==> src/rtl/core/atfb_pkg.sv <==
// Shared types and constants of the API transmit frame builder.
package atfb_pkg;

   localparam int QueueDepth = 4;
   localparam int QueuePtrWidth = $clog2(QueueDepth);

   localparam logic [7:0] DELIM_BYTE = 8'h7E;
   localparam logic [7:0] CHECK_BASE = 8'hFF;
   localparam logic [15:0] LENGTH_EXTRA = 16'd5;

   // Register indexes of the configuration port.
   localparam logic [1:0] CSR_API_KIND = 2'd0;
   localparam logic [1:0] CSR_FRAME_IDENT = 2'd1;
   localparam logic [1:0] CSR_DEST_ADDRESS = 2'd2;
   localparam logic [1:0] CSR_TX_OPTION = 2'd3;

   localparam logic [7:0] RESET_API_KIND = 8'h01;
   localparam logic [7:0] RESET_FRAME_IDENT = 8'h01;
   localparam logic [15:0] RESET_DEST_ADDRESS = 16'h4444;
   localparam logic [7:0] RESET_TX_OPTION = 8'h00;

   // Output positions within one queued item.
   localparam logic [3:0] STEP_DELIM = 4'd0;
   localparam logic [3:0] STEP_LEN_HI = 4'd1;
   localparam logic [3:0] STEP_LEN_LO = 4'd2;
   localparam logic [3:0] STEP_TYPE = 4'd3;
   localparam logic [3:0] STEP_IDENT = 4'd4;
   localparam logic [3:0] STEP_ADDR_HI = 4'd5;
   localparam logic [3:0] STEP_ADDR_LO = 4'd6;
   localparam logic [3:0] STEP_OPTION = 4'd7;
   localparam logic [3:0] STEP_DATA = 4'd8;
   localparam logic [3:0] STEP_CHECK = 4'd9;

   typedef struct packed {
      logic [7:0]  api_kind;
      logic [7:0]  frame_ident;
      logic [15:0] dest_address;
      logic [7:0]  tx_option;
   } cfg_type;

   // One classified item as handed from the front to the back.
   typedef struct packed {
      logic        first;
      logic        last;
      logic [7:0]  data;
      logic [15:0] length;
      cfg_type     hdr;
      logic [7:0]  check;
   } cmd_type;

endpackage

==> src/rtl/core/api_tx16_frame_builder.sv <==
// Top level of the API transmit frame builder (16-bit address request).
//
// Payload bytes enter on the req_ queue port: an item is taken at a clock
// edge with req_push high and req_full low. The framed byte stream leaves on
// the rsp_ queue port: the oldest byte is shown while rsp_empty is low and is
// taken at an edge with rsp_pop high. The first byte of a frame produces the
// eight header bytes and then itself; a byte flagged last_byte is followed by
// the checksum byte, which carries rsp_frame_end.
// The first result of an item is shown from the edge after it is taken if the
// output is free. The output side sends one byte per cycle while the receiver
// pops, so a middle payload byte yields one output byte, a frame start nine
// and a last byte one more; a four-item queue between the classifying front
// and the byte sequencer absorbs the header bursts. The csr_ port writes the
// header registers; a write shapes the next frame started after it.
// Reset clears the queue, the output register and the frame state and loads
// the registers with type 0x01, identifier 0x01, address 0x4444, option 0x00.
// When the receiver holds off rsp_pop, the sequencer stalls, the queue fills
// and req_full rises; nothing is lost.
module api_tx16_frame_builder (
   input  logic        clock,
   input  logic        reset,
   input  logic        req_push,
   output logic        req_full,
   input  logic [7:0]  req_data_byte,
   input  logic [15:0] req_payload_length,
   input  logic        req_last_byte,
   output logic        rsp_empty,
   input  logic        rsp_pop,
   output logic [7:0]  rsp_out_byte,
   output logic        rsp_run_last,
   output logic        rsp_frame_end,
   input  logic        csr_we,
   input  logic [1:0]  csr_index,
   input  logic [15:0] csr_wdata
);

   atfb_pkg::cfg_type cfg_ff, cfg_in;
   atfb_pkg::cmd_type push_cmd;
   atfb_pkg::cmd_type head_cmd;
   logic q_full, q_empty, q_pop;
   logic accept;

   always_comb begin
      cfg_in = cfg_ff;
      if (csr_we) begin
         case (csr_index)
            atfb_pkg::CSR_API_KIND:     cfg_in.api_kind = csr_wdata[7:0];
            atfb_pkg::CSR_FRAME_IDENT:  cfg_in.frame_ident = csr_wdata[7:0];
            atfb_pkg::CSR_DEST_ADDRESS: cfg_in.dest_address = csr_wdata;
            atfb_pkg::CSR_TX_OPTION:    cfg_in.tx_option = csr_wdata[7:0];
            default:                    cfg_in = cfg_ff;
         endcase
      end
      accept = req_push && !q_full;
      req_full = q_full;
   end

   always_ff @(posedge clock) begin
      if (reset) begin
         cfg_ff.api_kind <= atfb_pkg::RESET_API_KIND;
         cfg_ff.frame_ident <= atfb_pkg::RESET_FRAME_IDENT;
         cfg_ff.dest_address <= atfb_pkg::RESET_DEST_ADDRESS;
         cfg_ff.tx_option <= atfb_pkg::RESET_TX_OPTION;
      end else begin
         cfg_ff <= cfg_in;
      end
   end

   atfb_front u_front (
      .clock          (clock),
      .reset          (reset),
      .accept         (accept),
      .data_byte      (req_data_byte),
      .payload_length (req_payload_length),
      .last_byte      (req_last_byte),
      .cfg            (cfg_ff),
      .cmd            (push_cmd)
   );

   atfb_queue u_queue (
      .clock    (clock),
      .reset    (reset),
      .push     (req_push),
      .push_cmd (push_cmd),
      .full     (q_full),
      .pop      (q_pop),
      .head_cmd (head_cmd),
      .empty    (q_empty)
   );

   atfb_back u_back (
      .clock         (clock),
      .reset         (reset),
      .head_cmd      (head_cmd),
      .q_empty       (q_empty),
      .q_pop         (q_pop),
      .rsp_empty     (rsp_empty),
      .rsp_pop       (rsp_pop),
      .rsp_out_byte  (rsp_out_byte),
      .rsp_run_last  (rsp_run_last),
      .rsp_frame_end (rsp_frame_end)
   );

endmodule

==> src/rtl/core/atfb_front.sv <==
// Front part: classifies items, snapshots the header and keeps the checksum.
module atfb_front (
   input  logic             clock,
   input  logic             reset,
   input  logic             accept,
   input  logic [7:0]       data_byte,
   input  logic [15:0]      payload_length,
   input  logic             last_byte,
   input  atfb_pkg::cfg_type cfg,
   output atfb_pkg::cmd_type cmd
);

   logic       in_frame_ff, in_frame_in;
   logic [7:0] check_ff, check_in;
   logic [7:0] base_check;
   logic [7:0] new_check;

   always_comb begin
      base_check = atfb_pkg::CHECK_BASE - cfg.api_kind - cfg.frame_ident
                   - cfg.dest_address[15:8] - cfg.dest_address[7:0] - cfg.tx_option;
      new_check = (in_frame_ff ? check_ff : base_check) - data_byte;

      cmd.first  = !in_frame_ff;
      cmd.last   = last_byte;
      cmd.data   = data_byte;
      cmd.length = payload_length + atfb_pkg::LENGTH_EXTRA;
      cmd.hdr    = cfg;
      cmd.check  = new_check;

      in_frame_in = in_frame_ff;
      check_in = check_ff;
      if (accept) begin
         in_frame_in = !last_byte;
         check_in = new_check;
      end
   end

   always_ff @(posedge clock) begin
      if (reset) begin
         in_frame_ff <= 1'b0;
         check_ff <= 8'h00;
      end else begin
         in_frame_ff <= in_frame_in;
         check_ff <= check_in;
      end
   end

   // After a last byte is taken, the frame flag must be clear for the next frame start.
   assert property (@(posedge clock) disable iff (reset)
      accept && last_byte |=> !in_frame_ff)
      else $error("frame flag still set after a last byte");
   assert property (@(posedge clock) disable iff (reset)
      accept && !last_byte |=> in_frame_ff && check_ff == $past(new_check))
      else $error("frame state not carried after a middle byte");
   assert property (@(posedge clock) disable iff (reset)
      !accept |=> $stable(in_frame_ff) && $stable(check_ff))
      else $error("frame state changed without an item");

endmodule

==> src/rtl/core/atfb_queue.sv <==
// Short queue of classified items between the front and the back.
module atfb_queue (
   input  logic              clock,
   input  logic              reset,
   input  logic              push,
   input  atfb_pkg::cmd_type push_cmd,
   output logic              full,
   input  logic              pop,
   output atfb_pkg::cmd_type head_cmd,
   output logic              empty
);

   atfb_pkg::cmd_type mem_ff [atfb_pkg::QueueDepth];
   logic [atfb_pkg::QueuePtrWidth-1:0] wr_ptr_ff, wr_ptr_in;
   logic [atfb_pkg::QueuePtrWidth-1:0] rd_ptr_ff, rd_ptr_in;
   logic [atfb_pkg::QueuePtrWidth:0]   count_ff, count_in;
   logic do_push, do_pop;

   always_comb begin
      full  = count_ff == (atfb_pkg::QueuePtrWidth+1)'(atfb_pkg::QueueDepth);
      empty = count_ff == '0;
      do_push = push && !full;
      do_pop  = pop && !empty;
      head_cmd = mem_ff[rd_ptr_ff];
      wr_ptr_in = do_push ? wr_ptr_ff + 1'b1 : wr_ptr_ff;
      rd_ptr_in = do_pop ? rd_ptr_ff + 1'b1 : rd_ptr_ff;
      count_in = count_ff;
      if (do_push && !do_pop) begin
         count_in = count_ff + 1'b1;
      end else if (do_pop && !do_push) begin
         count_in = count_ff - 1'b1;
      end
   end

   always_ff @(posedge clock) begin
      if (do_push) begin
         mem_ff[wr_ptr_ff] <= push_cmd;
      end
   end

   always_ff @(posedge clock) begin
      if (reset) begin
         wr_ptr_ff <= '0;
         rd_ptr_ff <= '0;
         count_ff <= '0;
      end else begin
         wr_ptr_ff <= wr_ptr_in;
         rd_ptr_ff <= rd_ptr_in;
         count_ff <= count_in;
      end
   end

endmodule

==> src/rtl/core/atfb_back.sv <==
// Back part: walks each queued item through its output bytes into the result register.
module atfb_back (
   input  logic              clock,
   input  logic              reset,
   input  atfb_pkg::cmd_type head_cmd,
   input  logic              q_empty,
   output logic              q_pop,
   output logic              rsp_empty,
   input  logic              rsp_pop,
   output logic [7:0]        rsp_out_byte,
   output logic              rsp_run_last,
   output logic              rsp_frame_end
);

   logic       busy_ff, busy_in;
   logic [3:0] step_ff, step_in;
   logic       out_valid_ff, out_valid_in;
   logic [7:0] out_byte_ff, out_byte_in;
   logic       out_run_last_ff, out_run_last_in;
   logic       out_frame_end_ff, out_frame_end_in;
   logic       advance;
   logic [3:0] cur_step;
   logic       done;

   always_comb begin
      advance = !q_empty && (!out_valid_ff || rsp_pop);
      if (busy_ff) begin
         cur_step = step_ff;
      end else begin
         cur_step = head_cmd.first ? atfb_pkg::STEP_DELIM : atfb_pkg::STEP_DATA;
      end
      done = (cur_step == atfb_pkg::STEP_CHECK)
             || (cur_step == atfb_pkg::STEP_DATA && !head_cmd.last);

      case (cur_step)
         atfb_pkg::STEP_DELIM:   out_byte_in = atfb_pkg::DELIM_BYTE;
         atfb_pkg::STEP_LEN_HI:  out_byte_in = head_cmd.length[15:8];
         atfb_pkg::STEP_LEN_LO:  out_byte_in = head_cmd.length[7:0];
         atfb_pkg::STEP_TYPE:    out_byte_in = head_cmd.hdr.api_kind;
         atfb_pkg::STEP_IDENT:   out_byte_in = head_cmd.hdr.frame_ident;
         atfb_pkg::STEP_ADDR_HI: out_byte_in = head_cmd.hdr.dest_address[15:8];
         atfb_pkg::STEP_ADDR_LO: out_byte_in = head_cmd.hdr.dest_address[7:0];
         atfb_pkg::STEP_OPTION:  out_byte_in = head_cmd.hdr.tx_option;
         atfb_pkg::STEP_DATA:    out_byte_in = head_cmd.data;
         atfb_pkg::STEP_CHECK:   out_byte_in = head_cmd.check;
         default:                out_byte_in = head_cmd.data;
      endcase
      out_run_last_in = (cur_step == atfb_pkg::STEP_CHECK)
                        || (cur_step == atfb_pkg::STEP_DATA && !head_cmd.last);
      out_frame_end_in = cur_step == atfb_pkg::STEP_CHECK;

      q_pop = advance && done;
      busy_in = busy_ff;
      step_in = step_ff;
      out_valid_in = out_valid_ff && !rsp_pop;
      if (advance) begin
         out_valid_in = 1'b1;
         busy_in = !done;
         step_in = cur_step + 4'd1;
      end

      rsp_empty = !out_valid_ff;
      rsp_out_byte = out_byte_ff;
      rsp_run_last = out_run_last_ff;
      rsp_frame_end = out_frame_end_ff;
   end

   always_ff @(posedge clock) begin
      if (reset) begin
         busy_ff <= 1'b0;
         step_ff <= atfb_pkg::STEP_DELIM;
         out_valid_ff <= 1'b0;
      end else begin
         busy_ff <= busy_in;
         step_ff <= step_in;
         out_valid_ff <= out_valid_in;
      end
   end

   always_ff @(posedge clock) begin
      if (advance) begin
         out_byte_ff <= out_byte_in;
         out_run_last_ff <= out_run_last_in;
         out_frame_end_ff <= out_frame_end_in;
      end
   end

   // While an item is part-way through, it must still be at the head of the queue.
   assert property (@(posedge clock) disable iff (reset)
      busy_ff |-> !q_empty && step_ff != atfb_pkg::STEP_DELIM
                  && step_ff <= atfb_pkg::STEP_CHECK)
      else $error("sequencer busy with no item or a bad step");
   assert property (@(posedge clock) disable iff (reset)
      out_valid_ff && out_frame_end_ff |-> out_run_last_ff)
      else $error("checksum byte not marked as the item's last result");
   assert property (@(posedge clock) disable iff (reset)
      busy_ff && step_ff == atfb_pkg::STEP_CHECK |-> head_cmd.last)
      else $error("checksum step reached for an item that is not last");

endmodule

==> config.mk <==
export PLATFORM = sky130hd
export DESIGN_NAME = api_tx16_frame_builder
export DESIGN_NICKNAME = d
export VERILOG_FILES = /design/src/rtl/core/atfb_pkg.sv /design/src/rtl/core/api_tx16_frame_builder.sv /design/src/rtl/core/atfb_front.sv /design/src/rtl/core/atfb_queue.sv /design/src/rtl/core/atfb_back.sv
export SDC_FILE = /design/constraint.sdc
export NUM_CORES = 1
export LEC_CHECK = 0
export ABC_AREA = 1
export BUFFER_PORTS_ARGS = -buffer_cell sky130_fd_sc_hd__buf_2
export CAP_MARGIN = 20
export CORE_MARGIN = 1
export CORE_UTILIZATION = 62
export DETAILED_ROUTE_END_ITERATION = 16
export PLACE_DENSITY = 0.84
export SLEW_MARGIN = 40
export SYNTH_ARGS = -nofsm -noshare
export SYNTH_HDL_FRONTEND = slang
export SYNTH_SLANG_ARGS = --single-unit
==> constraint.sdc <==
create_clock -name clock -period 6.2 [get_ports clock]
set_input_delay 1.24 -clock clock [delete_from_list [all_inputs] [get_ports clock]]
set_output_delay 1.24 -clock clock [all_outputs]
set_load 0.01 [all_outputs]
==> results.py, run 1 <==
metrics = {
    "floorplanning": {
        "start_util_pct": 63.4,
        "die_area_sq_um": 26400,
        "die_w_microns": 162,
        "die_h_microns": 162,
        "rows": 58,
        "ios": 60,
        "core_area_sq_um": 25200,
    },
    "cts": {
        "cts_buffers": 38,
        "clkSinkCount": 370,
        "htree_num_levels": 2,
        "clock_latency_ns": 0.54,
        "ctsHoldBuffers": 0,
        "clockRootBuffer": "clkbuf_16",
        "cts-resized-gates": 0,
        "clk_pin_slew_ns": 0.06,
        "cts_tree": "done",
        "post-cts-setup-buffers": 0,
        "clock_path_buffers": 3,
    },
    "synthesis": {
        "ys.warnings.count": 0,
        "synth_most_common_cell": "edfxtp_1",
        "synth_top_area_share_pct": 57.6,
        "avgSynthCellArea_sq_um": 11.1,
        "ys_ff_latch": 370,
        "synth.largest_area_cell": "edfxtp_1",
        "syn_inst": 1439,
        "syn-cell-area_sq_um": 16000,
        "synth_edf_count": 306,
        "yosys-top-cells-count": "edfxtp_1 (306), nor2_1 (236), o21ai_0 (178)",
        "synth_area_leaders": "edfxtp_1 (58%), dfxtp_1 (8.0%), o21ai_0 (5.6%)",
        "ys_seq_area_share_pct": 65.6,
        "synth_nets": 1536,
        "synth_cell_types": 40,
        "async_flop_share_pct": 0,
        "ys.flop_type": "edfxtp_1",
    },
    "worst_setup_path": {
        "worstPathCellList": "inv_1 > fa_1 > inv_1 > fa_1 > fa_1 > inv_1 > ha_1 > inv_1 > nor2_1 > o21ai_0 > nand2_1 > a21oi_1 > xor2_1 > a21oi_1 > ha_1 > a21oi_1 > o21a_1 > nand2_1 > or2_2 > nand2_1 > inv_1 > nand3_1 > nand2_1",
        "cpMostUsedCell": "inv_1",
        "path_max_fanout": 5,
        "worstPathArrival_ns": 5.23,
        "crit_slowest_cell": "fa_1",
        "max_stage_delay_ns": 0.57,
        "crit_type": "flip-flop to flip-flop",
        "start_kind": "flip-flop",
        "worstPathRequired_ns": 6.46,
        "end_kind": "flip-flop",
    },
    "outcome": {
        "outcome": "completed",
    },
    "finish": {
        "layout.nets": 1588,
        "syn2layout_area_growth_pct": 12.3,
        "fillCellCount": 1586,
        "drive_gt1_share_pct": 10.8,
        "diodes": 0,
    },
    "power": {
        "leakage_nw": 6.72,
        "total_power_mw": 7.61,
        "peakVddDrop_mv": 0.320,
        "p_per_area_nw_per_um2": 425,
    },
    "timing": {
        "setup_viol": 0,
        "hold_viol": 0,
        "rsz0062_at_grt": "false",
        "worstMarginPinSlew_ns": 0.738,
        "period_minus_slack_ns": 4.98,
        "maxSlewViolCount": 0,
        "relSlewSlack_pct": 50.6,
        "finalClockSkew_ns": 0.0315,
        "tns_ns": 0,
        "period_share_pct": 80.3,
        "clock.fmax_mhz": 201,
        "fin_hold_ws_ns": 0.498,
    },
    "global_route": {
        "grt_pass1_vias": 10900,
        "grt_use_total_pct": 29.5,
        "overflow": 0,
        "antenna_found_initial": 0,
        "grt_max_degree": 94,
        "grt_pass1_wl_mm": 58.4,
    },
    "route": {
        "drt_pre_antenna_iters": 7,
        "post_drt_wl_per_cell_microns": 20.7,
        "drc": 0,
        "wl_mm": 38.3,
        "vias": 11300,
        "ant_nets": 0,
        "initialDrtViolationCount": 1452,
        "viasPerCell": 6.10,
    },
    "placed_design": {
        "gp_congestion": 0.953,
        "numPortBuffers": 59,
        "post-dp-hpwl_mm": 23.0,
    },
    "worst_hold_path": {
        "min-delay-path-class": "flip-flop to flip-flop",
    },
    "job": {
        "drv_cap": 0,
    },
}
[power breakdown]
| group | switching, mW | total [mW] | internal [mW] |
|---|---|---|---|
| registers | 0.166 | 3.32 | 3.16 |
| clock network | 0.944 | 2.29 | 1.35 |
| logic | 1.40 | 2.00 | 0.598 |
| total | 2.51 | 7.61 | 5.10 |
[sequential cells by signal, indices dropped and copies added (netlist names), named ones only]
register              count
u_queue.count_ff          3
u_back.step_ff            4
u_queue.wr_ptr_ff         2
u_queue.mem_ff          296
u_back.out_valid_ff       1
u_front.check_ff          8
u_back.rsp_run_last       1
u_back.rsp_frame_end      1
u_front.in_frame_ff       1
u_back.rsp_out_byte       8
cfg_ff                   40
u_queue.rd_ptr_ff         2
u_back.busy_ff            1
[per-layer routing]
layer | global-route usage [%] | vias up | share of wire (%) | wire, microns
li1 | - | 5091 | - | -
met1 | 39.3 | 5392 | 38 | 14400
met2 | 47.6 | 684 | 48 | 18400
met3 | 5.02 | 110 | 10 | 3860
met4 | 14.0 | 0 | 4.1 | 1570
met5 | 0 | - | 0 | 0
[area by class of cell]
type	instances	area [sq um]	area share [%]
multi-input cells	872	4740	26.4
flip-flops and latches	370	10500	58.4
inverters	134	505	2.82
clock inverters	21	224	1.25
clock buffers	48	1030	5.74
well taps	330	413	2.30
repair buffers	75	541	3.02
[kinds of logic (layout without fill, tap and decap cells)]
kind of cell | count (synthesis) | count (layout) | synth area share [%]
simple gates | 446 | 446 | 11.6
fa+ha+maj | 49 | 49 | 4.92
xor+xnor | 21 | 21 | 1.15
compound gates | 356 | 356 | 11.8
buf+inv | 197 | 278 | 4.96
flops | 370 | 370 | 65.6
[layout by cell type (no fill, tap or decap), types with 8 or more instances in the layout]
cell       count
nand3_1       23
dfxtp_1       62
clkbuf_16     39
nor2_1       231
fa_1          23
inv_1        120
o21ai_0      178
o21ai_1       30
xnor2_1        9
edfxtp_1     306
xor2_1        12
o22ai_1       59
nand4_1       10
inv_2          8
clkinv_1      12
nand2_1      150
ha_1          26
a21oi_1       78
buf_2         59
[critical path, delay by kind of cell (launching register included)]
kind | cells | cell delay (ns)
xor+xnor | 1 | 0.17
compound gates | 5 | 0.75
flops | 1 | 0.37
buf+inv | 5 | 0.35
simple gates | 7 | 0.78
fa+ha+maj | 5 | 2.26
[final timing paths]
check | from | to | slack (ns) | cells past startpoint
setup / recovery | cfg_ff[19] | u_queue.mem_ff[3][7] | 1.22 | 23
hold / removal | cfg_ff[20] | u_queue.mem_ff[1][28] | 0.50 | 0
setup reg to reg | cfg_ff[19] | u_queue.mem_ff[3][7] | 1.22 | 23
hold reg to reg | cfg_ff[20] | u_queue.mem_ff[1][28] | 0.50 | 0
[metrics by stage]
step | worst slack [ns] | instances | instance area (sq um) | util, %
6_report | 1.22 | 1850 | 17900 | 71.2
5_1_grt | 0.952 | 1850 | 17900 | 71.2
4_1_cts | 1.28 | 1849 | 17900 | 71.1
3_5_place_dp | 1.35 | 1780 | 16700 | 66.1
3_3_place_gp | 1.47 | 1776 | 16600 | 65.7
2_1_floorplan | 0.869 | 1439 | 16000 | -
(Power assumes the default switching activity.)
==> inputs of run 2 (changes only) <==
--- a/config.mk
+++ b/config.mk
@@ -9,9 +9,9 @@
 export BUFFER_PORTS_ARGS = -buffer_cell sky130_fd_sc_hd__buf_2
 export CAP_MARGIN = 20
 export CORE_MARGIN = 1
-export CORE_UTILIZATION = 62
+export CORE_UTILIZATION = 56
 export DETAILED_ROUTE_END_ITERATION = 16
-export PLACE_DENSITY = 0.84
+export PLACE_DENSITY = 0.8
 export SLEW_MARGIN = 40
 export SYNTH_ARGS = -nofsm -noshare
 export SYNTH_HDL_FRONTEND = slang
==> constraint.sdc (replaced) <==
create_clock -name clock -period 4.3 [get_ports clock]
set_input_delay 0.86 -clock clock [delete_from_list [all_inputs] [get_ports clock]]
set_output_delay 0.86 -clock clock [all_outputs]
set_load 0.01 [all_outputs]
==> run 2 against run 1 <==
- the flow now finishes with violations (negative setup slack)
- sequential power is 44% higher
- sequential cell count stayed put
- first-iteration DRC count is 7.0% lower
- critical path depth is the same
- worst hold slack worse by 0.027 ns
- final area is 3.8% higher
- global-route usage is 2.3 points lower
- final cell count increased by 5.4%
- power rose by 51%
- via count is 2.2% higher
- maximum frequency is 8.7% higher
- setup slack worse by 1.5 ns
- critical path type unchanged
- largest power group unchanged
==> results.py, run 2 (synthesis gave the netlist of run 1 again) <==
metrics = {
    "timing": {
        "hold_viol": 0,
        "tns_ns": -1.49,
        "period_minus_slack_ns": 4.58,
        "finalClockSkew_ns": 0.0152,
        "rsz0062_at_grt": "true",
        "worstMarginPinSlew_ns": 0.741,
        "maxSlewViolCount": 0,
        "setup_slack_ns": -0.280,
        "clock.fmax_mhz": 218,
        "relSlewSlack_pct": 50.5,
        "period_share_pct": 107,
        "setup_viol": 11,
    },
    "placed_design": {
        "gp_congestion": 0.888,
        "dp_cells": 1875,
        "pre_cts_ws_ns": -0.241,
        "post-dp-hpwl_mm": 24.6,
        "numPortBuffers": 59,
    },
    "floorplanning": {
        "rows": 61,
        "ios": 60,
        "die_area_sq_um": 29200,
        "die_h_microns": 171,
        "core_area_sq_um": 27900,
        "start_util_pct": 57.1,
        "die_w_microns": 171,
    },
    "route": {
        "vias": 11500,
        "initialDrtViolationCount": 1350,
        "wl_mm": 39.5,
        "post_drt_wl_per_cell_microns": 20.3,
        "drt_pre_antenna_iters": 6,
        "viasPerCell": 5.91,
        "drc": 0,
        "ant_nets": 0,
    },
    "power": {
        "leakage_nw": 6.98,
        "p_per_area_nw_per_um2": 617,
        "peakVddDrop_mv": 0.523,
        "total_power_mw": 11.5,
    },
    "cts": {
        "ctsHoldBuffers": 0,
        "clk_pin_slew_ns": 0.06,
        "clockRootBuffer": "clkbuf_16",
        "cts_buffers": 37,
        "clkSinkCount": 370,
        "clock_path_buffers": 3,
        "clock_latency_ns": 0.53,
        "htree_num_levels": 2,
        "cts_tree": "done",
    },
    "worst_hold_path": {
        "hp-start": "cfg_ff[33]",
        "min-delay-path-class": "flip-flop to flip-flop",
        "worstHoldPathCells": 2,
        "worstHoldEndpoint": "cfg_ff[33]",
    },
    "outcome": {
        "violations": "negative setup slack",
        "outcome": "finished with violations",
    },
    "finish": {
        "top_register": "u_queue.mem_ff",
        "top_regs": "u_queue.mem_ff (296), cfg_ff (40)",
        "drive_gt1_share_pct": 17.6,
        "largest_reg_flops": 296,
        "syn2layout_area_growth_pct": 16.5,
        "layout.nets": 1641,
        "most-common-layout-cells": "edfxtp_1 (306), nor2_1 (230), o21ai_0 (172), nand2_1 (143), inv_1 (106)",
        "diodes": 0,
        "instances_no_fill": 1950,
        "final_common_cell": "edfxtp_1",
        "fin_util_pct": 66.6,
    },
    "worst_setup_path": {
        "cpMostUsedCell": "inv_2",
        "regToRegEndpoint": "u_queue.mem_ff[1][7]",
        "crit_family": "adder cells",
        "max_stage_delay_ns": 0.55,
        "timing.rr.start": "cfg_ff[35]",
        "worstPathCellList": "inv_2 > fa_1 > inv_2 > fa_1 > fa_1 > inv_2 > ha_4 > inv_4 > nor2_4 > o21ai_2 > nand2_1 > a21oi_2 > xor2_1 > a21oi_1 > ha_1 > a21oi_2 > o21a_1 > nand2_2 > or2_4 > nand2_2 > inv_2 > nand3_2 > nand2_2",
        "r2r_cells": 23,
        "r2r_slack_ns": -0.28,
        "crit_type": "flip-flop to flip-flop",
        "end_kind": "flip-flop",
        "start_kind": "flip-flop",
        "crit_buf_inv": 5,
        "worstPathArrival_ns": 4.85,
        "crit_slowest_cell": "fa_1",
        "worstPathRequired_ns": 4.57,
        "path_max_fanout": 4,
    },
    "global_route": {
        "grt_pass1_vias": 11200,
        "overflow": 0,
        "grt_use_total_pct": 27.2,
        "grt_max_degree": 82,
        "antenna_found_initial": 0,
        "grt_pass1_wl_mm": 59.7,
    },
    "job": {
        "drv_cap": 0,
    },
}
run 2: changes by cell type in the layout (fill, tap and decap cells not counted), sizes merged:
cell,change
buf,+54
bufinv,-1
clkbuf,+2
clkinv,-10
clkinvlp,+3
inv,+4
run 2: worst min-delay path, delay by kind of cell, from the launching register on:
kind	cells	cell delay, ns
AOI/OAI and AO/OA	1	0.05
buffers and inverters	1	0.06
DFF	1	0.32
run 2: timing repair:
item / 4_1_cts / 5_1_grt
pin swaps: 25 / 12
cloned: 0 / 0
setup endpoints to repair: 10 / 25
endpoints found under the hold margin: 0 / 0
gates resized for setup: 21 / 39
buffers inserted: 8 / 3
run 2: worst max-delay path by stage:
stage                    start              endpoint  slack, ns  cells after the start
finish              cfg_ff[35]  u_queue.mem_ff[1][7]      -0.28                     23
global route        cfg_ff[35]  u_queue.mem_ff[1][7]      -0.47                     23
CTS                 cfg_ff[35]  u_queue.mem_ff[1][7]      -0.14                     23
detailed placement  cfg_ff[19]  u_queue.mem_ff[1][7]      -0.24                     23
global placement    cfg_ff[19]  u_queue.mem_ff[1][7]       -0.1                     23
floorplan             req_push  u_queue.mem_ff[0][0]      -0.65                      5
run 2: layer usage:
metal  up-vias  track usage [%]  part of all wire (%)
li1       5212                -                     -
met1      5538             35.2                    39
met2       658             46.1                    49
met3       113             4.65                   8.8
met4         0             9.98                   3.6
met5         -                0                     0
run 2: power breakdown:
group          internal, mW  total [mW]  switching [mW]
registers              4.55        4.78           0.227
logic                  1.19        3.47            2.28
clock network          1.88        3.23            1.35
run 2: metrics by stage:
step / hold WS, ns / cell area (sq um)
2_1_floorplan: 0.433 / 16000
3_3_place_gp: 0.461 / 17100
3_5_place_dp: 0.462 / 17100
4_1_cts: 0.471 / 18400
5_1_grt: 0.505 / 18600
6_report: 0.471 / 18600
run 2: layout make-up:
cell class	instances	area, sq um
sequential	370	10500
fill	1905	9330
multi-input combinational	872	4990
clock buffer	50	1030
timing repair buffer	129	931
inverter	134	508
tap	378	473
clock inverter	17	193
